**config.mk**
```make
export PLATFORM = sky130hd
export DESIGN_NAME = bmp24_to_rgb565_stream_decoder
export DESIGN_NICKNAME = d
export VERILOG_FILES = /design/src/rtl/bmp565_pkg.sv /design/src/rtl/bmp24_to_rgb565_stream_decoder.sv /design/src/rtl/bmp565_front.sv /design/src/rtl/bmp565_queue.sv /design/src/rtl/bmp565_back.sv
export SDC_FILE = /design/constraint.sdc
export NUM_CORES = 1
export LEC_CHECK = 0
export BUFFER_PORTS_ARGS = -buffer_cell sky130_fd_sc_hd__buf_2
export CAP_MARGIN = 25
export CELL_PAD_IN_SITES_DETAIL_PLACEMENT = 1
export CELL_PAD_IN_SITES_GLOBAL_PLACEMENT = 1
export CORE_ASPECT_RATIO = 0.9
export CORE_MARGIN = 10
export CORE_UTILIZATION = 50
export DETAILED_ROUTE_END_ITERATION = 8
export HOLD_SLACK_MARGIN = 0.08
export PLACE_DENSITY = 0.84
export SLEW_MARGIN = 20
export SYNTH_ARGS = -nofsm -noshare
export SYNTH_HDL_FRONTEND = slang
export SYNTH_SLANG_ARGS = --single-unit
```
**constraint.sdc**
```tcl
create_clock -name clk -period 15.4 [get_ports clk]
set_input_delay 1.54 -clock clk [delete_from_list [all_inputs] [get_ports clk]]
set_output_delay 1.54 -clock clk [all_outputs]
set_load 0.02 [all_outputs]
```
**src/rtl/bmp565_pkg.sv**
```systemverilog
// Shared types and constants for the BMP 24-bit to RGB565 stream decoder.
`timescale 1ns / 1ps

package bmp565_pkg;

  // Frame size limits and field widths
  localparam int MAX_WIDTH  = 1024;
  localparam int MAX_HEIGHT = 1024;
  localparam int FRAME_W    = 11;
  localparam int COL_W      = $clog2(MAX_WIDTH);
  localparam int ROW_W      = $clog2(MAX_HEIGHT);
  localparam int ADDR_W     = 20;
  localparam int RGB_W      = 16;
  localparam int CFG_DATA_W = 32;
  localparam int CFG_ADDR_W = 3;

  // BMP header constants
  localparam logic [15:0] BMP_SIGNATURE  = 16'h4D42;
  localparam logic [15:0] BMP_DEPTH      = 16'd24;
  localparam logic [31:0] HEADER_BYTES   = 32'd54;
  localparam logic [31:0] LAST_HDR_POS   = 32'd53;

  // Register reset values and register indexes
  localparam logic [FRAME_W-1:0] FRAME_WIDTH_RST  = 11'd320;
  localparam logic [FRAME_W-1:0] FRAME_HEIGHT_RST = 11'd240;
  localparam logic REG_FRAME_WIDTH  = 1'b0;
  localparam logic REG_FRAME_HEIGHT = 1'b1;

  // Result kinds
  localparam logic KIND_PIXEL  = 1'b0;
  localparam logic KIND_REJECT = 1'b1;

  // Depth of the queue between the parser and the output stage
  localparam int QDEPTH = 2;
  localparam int QPTR_W = (QDEPTH > 1) ? $clog2(QDEPTH) : 1;
  localparam int QCNT_W = $clog2(QDEPTH + 1);

  // Parser phases
  typedef enum logic [2:0] {
    PH_IDLE,
    PH_HEADER,
    PH_SKIP,
    PH_PIXELS,
    PH_PAD,
    PH_DONE
  } phase_t;

  // One pending result, as handed from the parser to the output stage
  typedef struct packed {
    logic              kind;
    logic              last;
    logic [7:0]        red;
    logic [7:0]        green;
    logic [7:0]        blue;
    logic [ADDR_W-1:0] row_base;
    logic [COL_W-1:0]  col;
  } token_t;

endpackage

```
**src/rtl/bmp24_to_rgb565_stream_decoder.sv**
```systemverilog
// Top level: configuration registers and the parser, queue and output stage.
`timescale 1ns / 1ps

// Usage:
// The input channel (in_valid/in_stall) carries a BMP file one byte per
// transaction; in_file_start marks byte 0 and restarts parsing at any time.
// Bytes outside a file are dropped. The 54-byte header is checked against
// frame_width/frame_height (APB registers at 0x0 and 0x4, reset 320 x 240),
// a 'BM' signature and 24-bit depth. A failed check gives one reject
// transaction (out_result_kind = 1), then the file is ignored.
// Otherwise every B,G,R triple gives one pixel transaction with its RGB565
// value and top-down frame address; out_last_pixel flags the final one.
// Throughput is one byte per cycle while in_stall is low, set by the parser's
// single-step update. A result is written into the queue at the edge that accepts
// the byte which completes it, then moves into the output register, from which
// the receiver takes it.
// When the receiver stalls, the output register holds, the two-entry queue
// fills, and in_stall rises until space frees up.
// Reset returns the parser to waiting for a file start, empties the queue
// and output register, and restores the frame size registers.

module bmp24_to_rgb565_stream_decoder (
  input  logic                              clk,
  input  logic                              rst_n,
  // input channel
  input  logic                              in_valid,
  output logic                              in_stall,
  input  logic [7:0]                        in_data_byte,
  input  logic                              in_file_start,
  // result channel
  output logic                              out_valid,
  input  logic                              out_stall,
  output logic                              out_result_kind,
  output logic [bmp565_pkg::RGB_W-1:0]      out_pixel_rgb565,
  output logic [bmp565_pkg::ADDR_W-1:0]     out_pixel_address,
  output logic                              out_last_pixel,
  // configuration port
  input  logic                              psel,
  input  logic                              penable,
  input  logic                              pwrite,
  input  logic [bmp565_pkg::CFG_ADDR_W-1:0] paddr,
  input  logic [bmp565_pkg::CFG_DATA_W-1:0] pwdata,
  output logic [bmp565_pkg::CFG_DATA_W-1:0] prdata,
  output logic                              pready
);

  localparam int FW = bmp565_pkg::FRAME_W;

  logic [FW-1:0] frame_width_r, frame_width_nxt;
  logic [FW-1:0] frame_height_r, frame_height_nxt;
  logic          cfg_wr;
  logic          cfg_idx;

  logic               q_push, q_full, q_pop, q_valid;
  bmp565_pkg::token_t q_push_data, q_pop_data;

  // Register access
  assign pready  = 1'b1;
  assign cfg_wr  = psel && penable && pwrite && pready;
  assign cfg_idx = paddr[2];

  always_comb begin
    frame_width_nxt  = frame_width_r;
    frame_height_nxt = frame_height_r;
    if (cfg_wr) begin
      case (cfg_idx)
        bmp565_pkg::REG_FRAME_WIDTH:  frame_width_nxt  = pwdata[FW-1:0];
        bmp565_pkg::REG_FRAME_HEIGHT: frame_height_nxt = pwdata[FW-1:0];
        default: frame_width_nxt = frame_width_r;
      endcase
    end
  end

  always_comb begin
    case (cfg_idx)
      bmp565_pkg::REG_FRAME_WIDTH:  prdata = bmp565_pkg::CFG_DATA_W'(frame_width_r);
      bmp565_pkg::REG_FRAME_HEIGHT: prdata = bmp565_pkg::CFG_DATA_W'(frame_height_r);
      default: prdata = '0;
    endcase
  end

  always_ff @(posedge clk) begin
    if (!rst_n) begin
      frame_width_r  <= bmp565_pkg::FRAME_WIDTH_RST;
      frame_height_r <= bmp565_pkg::FRAME_HEIGHT_RST;
    end else begin
      frame_width_r  <= frame_width_nxt;
      frame_height_r <= frame_height_nxt;
    end
  end

  bmp565_front u_front (
    .clk           (clk),
    .rst_n         (rst_n),
    .in_valid      (in_valid),
    .in_stall      (in_stall),
    .in_data_byte  (in_data_byte),
    .in_file_start (in_file_start),
    .frame_width   (frame_width_r),
    .frame_height  (frame_height_r),
    .q_full        (q_full),
    .q_push        (q_push),
    .q_data        (q_push_data)
  );

  bmp565_queue u_queue (
    .clk       (clk),
    .rst_n     (rst_n),
    .push      (q_push),
    .push_data (q_push_data),
    .full      (q_full),
    .pop       (q_pop),
    .pop_data  (q_pop_data),
    .q_valid   (q_valid)
  );

  bmp565_back u_back (
    .clk               (clk),
    .rst_n             (rst_n),
    .q_valid           (q_valid),
    .q_data            (q_pop_data),
    .q_pop             (q_pop),
    .out_valid         (out_valid),
    .out_stall         (out_stall),
    .out_result_kind   (out_result_kind),
    .out_pixel_rgb565  (out_pixel_rgb565),
    .out_pixel_address (out_pixel_address),
    .out_last_pixel    (out_last_pixel)
  );

endmodule

```
**src/rtl/bmp565_front.sv**
```systemverilog
// Byte parser: header capture and check, offset skip, pixel assembly, row padding.
`timescale 1ns / 1ps

module bmp565_front (
  input  logic                          clk,
  input  logic                          rst_n,
  input  logic                          in_valid,
  output logic                          in_stall,
  input  logic [7:0]                    in_data_byte,
  input  logic                          in_file_start,
  input  logic [bmp565_pkg::FRAME_W-1:0] frame_width,
  input  logic [bmp565_pkg::FRAME_W-1:0] frame_height,
  input  logic                          q_full,
  output logic                          q_push,
  output bmp565_pkg::token_t            q_data
);

  // Header byte positions
  localparam logic [5:0] POS_SIG_LO = 6'd0;
  localparam logic [5:0] POS_SIG_HI = 6'd1;
  localparam logic [5:0] POS_OFF_LO = 6'd10;
  localparam logic [5:0] POS_OFF_HI = 6'd13;
  localparam logic [5:0] POS_WID_LO = 6'd18;
  localparam logic [5:0] POS_WID_HI = 6'd21;
  localparam logic [5:0] POS_HGT_LO = 6'd22;
  localparam logic [5:0] POS_HGT_HI = 6'd25;
  localparam logic [5:0] POS_DEP_LO = 6'd28;
  localparam logic [5:0] POS_DEP_HI = 6'd29;

  localparam int FW = bmp565_pkg::FRAME_W;
  localparam int CW = bmp565_pkg::COL_W;
  localparam int RW = bmp565_pkg::ROW_W;
  localparam int AW = bmp565_pkg::ADDR_W;

  bmp565_pkg::phase_t phase_r, phase_nxt, ph_cur;
  logic [1:0]    comp_r, comp_nxt;
  logic [31:0]   pos_r, pos_nxt, pos_cur;
  logic [15:0]   sig_r, sig_nxt;
  logic [31:0]   off_r, off_nxt;
  logic [31:0]   hw_r, hw_nxt;
  logic [31:0]   hh_r, hh_nxt;
  logic [15:0]   dep_r, dep_nxt;
  logic [7:0]    blue_r, blue_nxt;
  logic [7:0]    green_r, green_nxt;
  logic [CW-1:0] col_r, col_nxt;
  logic [RW-1:0] row_r, row_nxt;
  logic [AW-1:0] base_r, base_nxt;
  logic [AW-1:0] prod_r;

  logic            acc;
  logic            hdr_ok;
  logic            row_end;
  logic            last_pix;
  logic [FW-1:0]   hh_m1;
  logic [2*FW-1:0] prod_full;
  logic [CW:0]     col_p1;
  logic [RW:0]     row_p1;

  // Handshake: stall only while the queue is full
  assign in_stall = q_full;
  assign acc      = in_valid && !q_full;

  // A file start overrides whatever was in progress
  assign ph_cur  = in_file_start ? bmp565_pkg::PH_HEADER : phase_r;
  assign pos_cur = in_file_start ? '0 : pos_r;

  // Header check against the configured frame size
  always_comb begin
    hdr_ok = (frame_width != '0) && (32'(frame_width) <= 32'(bmp565_pkg::MAX_WIDTH)) &&
             (frame_height != '0) && (32'(frame_height) <= 32'(bmp565_pkg::MAX_HEIGHT)) &&
             (sig_r == bmp565_pkg::BMP_SIGNATURE) &&
             (hw_r == 32'(frame_width)) && (hh_r == 32'(frame_height)) &&
             (dep_r == bmp565_pkg::BMP_DEPTH);
  end

  // Start address of the bottom file row, (H-1)*W, settled long before the last header byte
  assign hh_m1     = hh_r[FW-1:0] - FW'(1);
  assign prod_full = hh_m1 * hw_r[FW-1:0];

  // Row and image end detection
  assign col_p1   = {1'b0, col_r} + (CW+1)'(1);
  assign row_p1   = {1'b0, row_r} + (RW+1)'(1);
  assign row_end  = 32'(col_p1) >= hw_r;
  assign last_pix = row_end && (32'(row_p1) >= hh_r);

  // Next phase
  always_comb begin
    phase_nxt = phase_r;
    if (acc) begin
      unique case (ph_cur)
        bmp565_pkg::PH_HEADER: begin
          phase_nxt = bmp565_pkg::PH_HEADER;
          if (pos_cur == bmp565_pkg::LAST_HDR_POS) begin
            if (!hdr_ok) begin
              phase_nxt = bmp565_pkg::PH_DONE;
            end else if (off_r <= bmp565_pkg::HEADER_BYTES) begin
              phase_nxt = bmp565_pkg::PH_PIXELS;
            end else begin
              phase_nxt = bmp565_pkg::PH_SKIP;
            end
          end
        end
        bmp565_pkg::PH_SKIP: begin
          if (pos_r + 32'd1 == off_r) begin
            phase_nxt = bmp565_pkg::PH_PIXELS;
          end
        end
        bmp565_pkg::PH_PAD: begin
          if (comp_r <= 2'd1) begin
            phase_nxt = bmp565_pkg::PH_PIXELS;
          end
        end
        bmp565_pkg::PH_PIXELS: begin
          if (comp_r == 2'd2) begin
            if (last_pix) begin
              phase_nxt = bmp565_pkg::PH_DONE;
            end else if (row_end && (hw_r[1:0] != 2'd0)) begin
              phase_nxt = bmp565_pkg::PH_PAD;
            end
          end
        end
        default: begin
          phase_nxt = phase_r;
        end
      endcase
    end
  end

  // Datapath updates and queue push
  always_comb begin
    logic [5:0] pos6;
    logic [1:0] lane;
    pos6      = pos_cur[5:0];
    lane      = 2'd0;
    comp_nxt  = comp_r;
    pos_nxt   = pos_r;
    sig_nxt   = sig_r;
    off_nxt   = off_r;
    hw_nxt    = hw_r;
    hh_nxt    = hh_r;
    dep_nxt   = dep_r;
    blue_nxt  = blue_r;
    green_nxt = green_r;
    col_nxt   = col_r;
    row_nxt   = row_r;
    base_nxt  = base_r;
    q_push    = 1'b0;
    q_data    = '0;
    if (acc) begin
      case (ph_cur)
        bmp565_pkg::PH_HEADER: begin
          // capture the header fields, little-endian
          case (pos6) inside
            [POS_SIG_LO:POS_SIG_HI]: begin
              sig_nxt[{pos6[0], 3'b000} +: 8] = in_data_byte;
            end
            [POS_OFF_LO:POS_OFF_HI]: begin
              lane = 2'(pos6 - POS_OFF_LO);
              off_nxt[{lane, 3'b000} +: 8] = in_data_byte;
            end
            [POS_WID_LO:POS_WID_HI]: begin
              lane = 2'(pos6 - POS_WID_LO);
              hw_nxt[{lane, 3'b000} +: 8] = in_data_byte;
            end
            [POS_HGT_LO:POS_HGT_HI]: begin
              lane = 2'(pos6 - POS_HGT_LO);
              hh_nxt[{lane, 3'b000} +: 8] = in_data_byte;
            end
            [POS_DEP_LO:POS_DEP_HI]: begin
              dep_nxt[{pos6[0], 3'b000} +: 8] = in_data_byte;
            end
            default: begin
              lane = 2'd0;
            end
          endcase
          if (pos_cur == bmp565_pkg::LAST_HDR_POS) begin
            pos_nxt = bmp565_pkg::HEADER_BYTES;
            if (!hdr_ok) begin
              q_push      = 1'b1;
              q_data.kind = bmp565_pkg::KIND_REJECT;
            end else begin
              comp_nxt = 2'd0;
              col_nxt  = '0;
              row_nxt  = '0;
              base_nxt = prod_r;
            end
          end else begin
            pos_nxt = pos_cur + 32'd1;
          end
        end
        bmp565_pkg::PH_SKIP: begin
          pos_nxt = pos_r + 32'd1;
        end
        bmp565_pkg::PH_PAD: begin
          comp_nxt = (comp_r <= 2'd1) ? 2'd0 : comp_r - 2'd1;
        end
        bmp565_pkg::PH_PIXELS: begin
          if (comp_r == 2'd0) begin
            blue_nxt = in_data_byte;
            comp_nxt = 2'd1;
          end else if (comp_r == 2'd1) begin
            green_nxt = in_data_byte;
            comp_nxt  = 2'd2;
          end else begin
            // red byte completes the pixel
            q_push          = 1'b1;
            q_data.kind     = bmp565_pkg::KIND_PIXEL;
            q_data.last     = last_pix;
            q_data.red      = in_data_byte;
            q_data.green    = green_r;
            q_data.blue     = blue_r;
            q_data.row_base = base_r;
            q_data.col      = col_r;
            comp_nxt        = 2'd0;
            if (!last_pix) begin
              if (row_end) begin
                col_nxt  = '0;
                row_nxt  = row_r + RW'(1);
                base_nxt = base_r - hw_r[AW-1:0];
                if (hw_r[1:0] != 2'd0) begin
                  comp_nxt = hw_r[1:0];
                end
              end else begin
                col_nxt = col_r + CW'(1);
              end
            end
          end
        end
        default: begin
          comp_nxt = comp_r;
        end
      endcase
    end
  end

  // Control registers
  always_ff @(posedge clk) begin
    if (!rst_n) begin
      phase_r <= bmp565_pkg::PH_IDLE;
      comp_r  <= 2'd0;
    end else begin
      phase_r <= phase_nxt;
      comp_r  <= comp_nxt;
    end
  end

  // Header fields, counters and held bytes
  always_ff @(posedge clk) begin
    pos_r   <= pos_nxt;
    sig_r   <= sig_nxt;
    off_r   <= off_nxt;
    hw_r    <= hw_nxt;
    hh_r    <= hh_nxt;
    dep_r   <= dep_nxt;
    blue_r  <= blue_nxt;
    green_r <= green_nxt;
    col_r   <= col_nxt;
    row_r   <= row_nxt;
    base_r  <= base_nxt;
    prod_r  <= prod_full[AW-1:0];
  end

`ifndef ASSERT_OFF
  // The last pixel ends the file
  a_last_ends_file: assert property (@(posedge clk) disable iff (!rst_n)
    q_push && q_data.last |=> phase_r == bmp565_pkg::PH_DONE)
    else $error("last pixel did not end the file");

  // A rejected header ends the file
  a_reject_ends_file: assert property (@(posedge clk) disable iff (!rst_n)
    q_push && (q_data.kind == bmp565_pkg::KIND_REJECT) |=> phase_r == bmp565_pkg::PH_DONE)
    else $error("reject did not end the file");

  // Padding always has at least one byte left to skip
  a_pad_count: assert property (@(posedge clk) disable iff (!rst_n)
    phase_r == bmp565_pkg::PH_PAD |-> comp_r != 2'd0)
    else $error("padding phase with zero count");

  // Pixel assembly never goes past the red byte
  a_comp_range: assert property (@(posedge clk) disable iff (!rst_n)
    phase_r == bmp565_pkg::PH_PIXELS |-> comp_r != 2'd3)
    else $error("component index out of range");
`endif

endmodule

```
**src/rtl/bmp565_queue.sv**
```systemverilog
// Two-entry queue of pending results between the parser and the output stage.
`timescale 1ns / 1ps

module bmp565_queue (
  input  logic               clk,
  input  logic               rst_n,
  input  logic               push,
  input  bmp565_pkg::token_t push_data,
  output logic               full,
  input  logic               pop,
  output bmp565_pkg::token_t pop_data,
  output logic               q_valid
);

  localparam int PW = bmp565_pkg::QPTR_W;
  localparam int NW = bmp565_pkg::QCNT_W;
  localparam int QD = bmp565_pkg::QDEPTH;

  bmp565_pkg::token_t ent_r [QD];
  logic [PW-1:0] wptr_r, wptr_nxt;
  logic [PW-1:0] rptr_r, rptr_nxt;
  logic [NW-1:0] cnt_r, cnt_nxt;

  assign full     = cnt_r == NW'(QD);
  assign q_valid  = cnt_r != '0;
  assign pop_data = ent_r[rptr_r];

  // Pointer and fill count update
  always_comb begin
    wptr_nxt = wptr_r;
    rptr_nxt = rptr_r;
    cnt_nxt  = cnt_r;
    if (push) begin
      wptr_nxt = (wptr_r == PW'(QD - 1)) ? '0 : wptr_r + PW'(1);
    end
    if (pop) begin
      rptr_nxt = (rptr_r == PW'(QD - 1)) ? '0 : rptr_r + PW'(1);
    end
    if (push && !pop) begin
      cnt_nxt = cnt_r + NW'(1);
    end else if (pop && !push) begin
      cnt_nxt = cnt_r - NW'(1);
    end
  end

  always_ff @(posedge clk) begin
    if (!rst_n) begin
      wptr_r <= '0;
      rptr_r <= '0;
      cnt_r  <= '0;
    end else begin
      wptr_r <= wptr_nxt;
      rptr_r <= rptr_nxt;
      cnt_r  <= cnt_nxt;
    end
  end

  // Entry storage
  always_ff @(posedge clk) begin
    if (push) begin
      ent_r[wptr_r] <= push_data;
    end
  end

`ifndef ASSERT_OFF
  a_no_overflow: assert property (@(posedge clk) disable iff (!rst_n)
    push |-> !full || pop)
    else $error("push into a full queue");

  a_no_underflow: assert property (@(posedge clk) disable iff (!rst_n)
    pop |-> q_valid)
    else $error("pop from an empty queue");

  a_count_bound: assert property (@(posedge clk) disable iff (!rst_n)
    cnt_r <= NW'(QD))
    else $error("queue count above depth");
`endif

endmodule

```
**src/rtl/bmp565_back.sv**
```systemverilog
// Output stage: RGB565 packing, frame address, and the registered result channel.
`timescale 1ns / 1ps

module bmp565_back (
  input  logic                          clk,
  input  logic                          rst_n,
  input  logic                          q_valid,
  input  bmp565_pkg::token_t            q_data,
  output logic                          q_pop,
  output logic                          out_valid,
  input  logic                          out_stall,
  output logic                          out_result_kind,
  output logic [bmp565_pkg::RGB_W-1:0]  out_pixel_rgb565,
  output logic [bmp565_pkg::ADDR_W-1:0] out_pixel_address,
  output logic                          out_last_pixel
);

  localparam int AW = bmp565_pkg::ADDR_W;

  logic          valid_r, valid_nxt;
  logic          kind_r;
  logic [15:0]   rgb_r, rgb_nxt;
  logic [AW-1:0] addr_r, addr_nxt;
  logic          last_r, last_nxt;

  // Take the next entry whenever the output register is empty or draining
  assign q_pop = q_valid && (!valid_r || !out_stall);

  // Pack the pixel and form its frame address; a reject carries zeros
  always_comb begin
    rgb_nxt  = '0;
    addr_nxt = '0;
    last_nxt = 1'b0;
    if (q_data.kind == bmp565_pkg::KIND_PIXEL) begin
      rgb_nxt  = {q_data.red[7:3], q_data.green[7:2], q_data.blue[7:3]};
      addr_nxt = q_data.row_base + AW'(q_data.col);
      last_nxt = q_data.last;
    end
  end

  always_comb begin
    valid_nxt = valid_r;
    if (q_pop) begin
      valid_nxt = 1'b1;
    end else if (!out_stall) begin
      valid_nxt = 1'b0;
    end
  end

  always_ff @(posedge clk) begin
    if (!rst_n) begin
      valid_r <= 1'b0;
    end else begin
      valid_r <= valid_nxt;
    end
  end

  always_ff @(posedge clk) begin
    if (q_pop) begin
      kind_r <= q_data.kind;
      rgb_r  <= rgb_nxt;
      addr_r <= addr_nxt;
      last_r <= last_nxt;
    end
  end

  assign out_valid         = valid_r;
  assign out_result_kind   = kind_r;
  assign out_pixel_rgb565  = rgb_r;
  assign out_pixel_address = addr_r;
  assign out_last_pixel    = last_r;

endmodule

```
==> results by group <==
Logic synthesis
  • Syn. warnings: 0
  • Asr flop ratio synth: 0%
  • Post-Syn Area per Cell: 10.8 um^2
  • Synth top area share: 44.4%
  • Top cells by area, synth: edfxtp_1 44%, fa_1 6.9%, ha_1 6.1%
  • Post-synth EDFFs: 345
  • Gate Count Post-Synth: 2,159
  • Synthesized area: 23,400 um^2
  • Distinct cells, synth: 85
  • Synth area leader: edfxtp_1
  • Top FF cell, synth: edfxtp_1
  • Count leader, synth: edfxtp_1
  • Post-synth top cells: 345 x edfxtp_1, 228 x nor2_1, 195 x nand2_1, 167 x inv_1, 113 x ha_1
  • #FFs+latches synth: 398
  • Seq/Total Area, Yosys: 48.9%

Placement
  • Worst slack at placement: 7.97 ns
  • HPWL after detailed placement: 50,000 um
  • RePlAce Congestion: 0.936
  • Placed Cells: 2,792
  • IO buf count: 78

Power and ir drop
  • Peak supply drop: 0.0891 mV
  • Comb power frac: 21.9%
  • Sw Share: 30.8%
  • Internal: 2.10 mW
  • Reg power frac: 44.8%
  • Total Power Consumption: 3.04 mW
  • Pwr/cell area: 118 nW/um^2
  • Sw power: 0.936 mW
  • Clock network fraction of total power: 33.3%
  • Leakage: 10.2 nW

Drt
  • Via/cell ratio: 5.99
  • DRC viols: 0
  • Post-route ant nets: 0
  • WL/cell: 23.3 um
  • Initial DRC Count: 1,508
  • DR vias: 17,200
  • Post-Route WL: 66,900 um
  • DRT Pass-1 Iters: 5

Floorplanning
  • Std cell rows: 75
  • # IOs: 124
  • Area of the die: 55,800 um^2
  • Starting density of the core: 50.4%
  • CORE AREA: 46,400 um^2
  • Die Wd: 248 um
  • Die Y-Extent: 225 um

STA
  • Final Max Slew Viols: 0
  • Headroom to the max-slew limit: 31.7%
  • Worst Max-Slew Pin Slew: 1.02 ns
  • Tcrit/Tclk final: 48.9%
  • FMAX: 133 MHz
  • RSZ-0062 raised after global routing: no
  • # setup viols final: 0
  • Endpoints failing hold: 0
  • Final Critical Period: 7.54 ns
  • Final WS setup: 7.86 ns
  • Sum Neg Setup Slack: 0 ns
  • Skew final: 0.0184 ns

Layout
  • Fin cells: 2,874
  • Layout area overhead: 10.0%
  • Antenna cells: 0
  • Util after Layout: 55.4%
  • Final nets: 2,470
  • Share of layout cells above drive strength 1: 10.4%

Clocking
  • H-tree depth: 2
  • CTS root buffer: clkbuf_16
  • Clk slew on worst S/H paths: 0.06 ns
  • Post-CTS Hold Buffers: 0
  • Later-pin clock latency in the skew report: 0.58 ns
  • Clk buf depth: 3
  • Setup Buffers After CTS: 0
  • Clock net sink count: 398
  • CTS resizes: 0
  • CTS tree: built
  • Total CTS buffers: 43

Critical path
  • Max FO, Critical Path: 13
  • Critical path type: flop to flop
  • Startpoint Class: flop
  • Required time of the critical path: 15.89 ns
  • Critical path arrival: 8.02 ns
  • Crit. End Element: flop

GRT
  • Number of global-route vias before repair: 18,200
  • Initial antenna violation count: 2
  • GRT Total Usage: 23.9%
  • Overflow after GRT: 0
  • First-pass GRT wire length: 104,000 um
  • Pin count of the biggest net entering global routing: 55

Flow run
  • Max-cap violations: 0

Run status
  • Outcome: completed

Worst hold path
  • Worst min-delay path class: flop to flop
[cells by family after synthesis]
kind of cell             count (synthesis)  synth area share, %
flip-flops                             398                 48.9
buffers and inverters                  274                 4.87
XOR/XNOR                               152                 5.89
other                                    2               0.0322
adder cells (fa/ha/maj)                194                 13.0
AO/OA/AOI/OAI                          273                 7.44
AND/OR/NAND/NOR                        810                 17.3
multiplexers                            56                 2.56
[power groups by stage]
stage | Clock (mW) | Sequential [mW] | Combinational (mW)
2_1_floorplan | 0 | 1.41 | 0.418
3_3_place_gp | 0 | 1.37 | 0.612
3_5_place_dp | 0 | 1.38 | 0.647
4_1_cts | 1.02 | 1.36 | 0.659
5_1_grt | 1.07 | 1.37 | 0.726
6_report | 1.01 | 1.36 | 0.665
[state kept, by name, indices dropped and copies added, names as in the netlist, 2 cells and up, named ones only]
signal / flops
u_back.out_pixel_rgb565: 16
u_front.sig_r: 16
u_queue.cnt_r: 2
u_front.comp_r: 2
frame_height_r: 11
u_front.base_r: 20
u_queue.ent_r: 96
u_front.hh_r: 32
u_front.hw_r: 32
u_front.off_r: 32
frame_width_r: 11
u_front.pos_r: 32
u_front.col_r: 10
u_front.blue_r: 5
u_back.out_pixel_address: 20
u_front.prod_r: 20
u_front.phase_r: 3
u_front.dep_r: 16
u_front.row_r: 10
u_front.green_r: 6
[worst max-delay path: stages (launching register included)]
cell and delay [ns]:
edfxtp_1 0.77, inv_1 0.27, ha_1 0.35, and3_1 0.21, xnor2_1 0.67, nand2_1 0.20
fa_1 0.55, inv_1 0.06, fa_1 0.45, fa_1 0.55, fa_1 0.50, inv_1 0.05
fa_1 0.54, inv_1 0.05, ha_1 0.33, or2_2 0.31, a21oi_1 0.22, a211oi_1 0.11
o31ai_1 0.55, o21ai_0 0.23, o21a_1 0.21, nor2_1 0.11, xor2_1 0.16
[cell usage in the layout, fill, tap and decap left out, types with 16 or more instances in the layout]
cell / netlist / layout
nor3_1: 42 / 40
and2_1: 33 / 32
o21ai_0: 66 / 66
nand2_1: 195 / 195
a21oi_1: 85 / 84
ha_1: 113 / 113
xor2_1: 45 / 45
nand3_1: 60 / 60
nor4_1: 43 / 42
edfxtp_1: 345 / 345
mux2_2: 30 / 30
dfxtp_1: 53 / 52
fa_1: 81 / 81
nor2b_1: 26 / 25
and3_1: 70 / 70
nand4_1: 26 / 26
inv_1: 167 / 167
a21o_1: 16 / 16
xnor2_1: 104 / 104
conb_1: 2 / 22
buf_2: 12 / 80
nor2_1: 228 / 225
buf_4: 25 / 20
a31oi_1: 16 / 16
clkbuf_16: 0 / 43
nand2b_1: 32 / 32
mux2i_1: 26 / 26
[layout make-up]
| class | count | area [um^2] |
|---|---|---|
| tap | 616 | 771 |
| fill | 4951 | 20700 |
| timing repair buffer | 102 | 573 |
| multi-input combinational | 1507 | 10900 |
| clock inverter | 24 | 244 |
| clock buffer | 54 | 1130 |
| inverter | 173 | 649 |
| sequential | 398 | 11400 |
[metal layers]
| layer | vias up | track usage, % | wire length (um) |
|---|---|---|---|
| li1 | 7692 | - | - |
| met2 | 712 | 38.7 | 31600 |
| met5 | - | 0 | 12 |
| met4 | 2 | 7.25 | 1860 |
| met1 | 8677 | 31.9 | 28100 |
| met3 | 139 | 4.53 | 5380 |
[worst paths after layout]
check / start / end / slack (ns) / depth (start not counted)
hold / removal: u_front.prod_r[11]$_DFF_P_ / u_front.base_r[11]$_DFFE_PP_ / 0.51 / 2
setup / recovery: u_front.hh_r[0]$_DFFE_PP_ / u_front.prod_r[19]$_DFF_P_ / 7.86 / 22
hold reg to reg: u_front.prod_r[11]$_DFF_P_ / u_front.base_r[11]$_DFFE_PP_ / 0.51 / 2
setup reg to reg: u_front.hh_r[0]$_DFFE_PP_ / u_front.prod_r[19]$_DFF_P_ / 7.86 / 22
[through the flow]
stage                     hold WS, ns  area (um^2)
after floorplan                 0.467        23400
after global placement          0.488        24300
after detailed placement        0.496        24300
after CTS                       0.504        25600
after global routing            0.526        25700
final                           0.506        25700
Power figures use the tool's default switching activity.
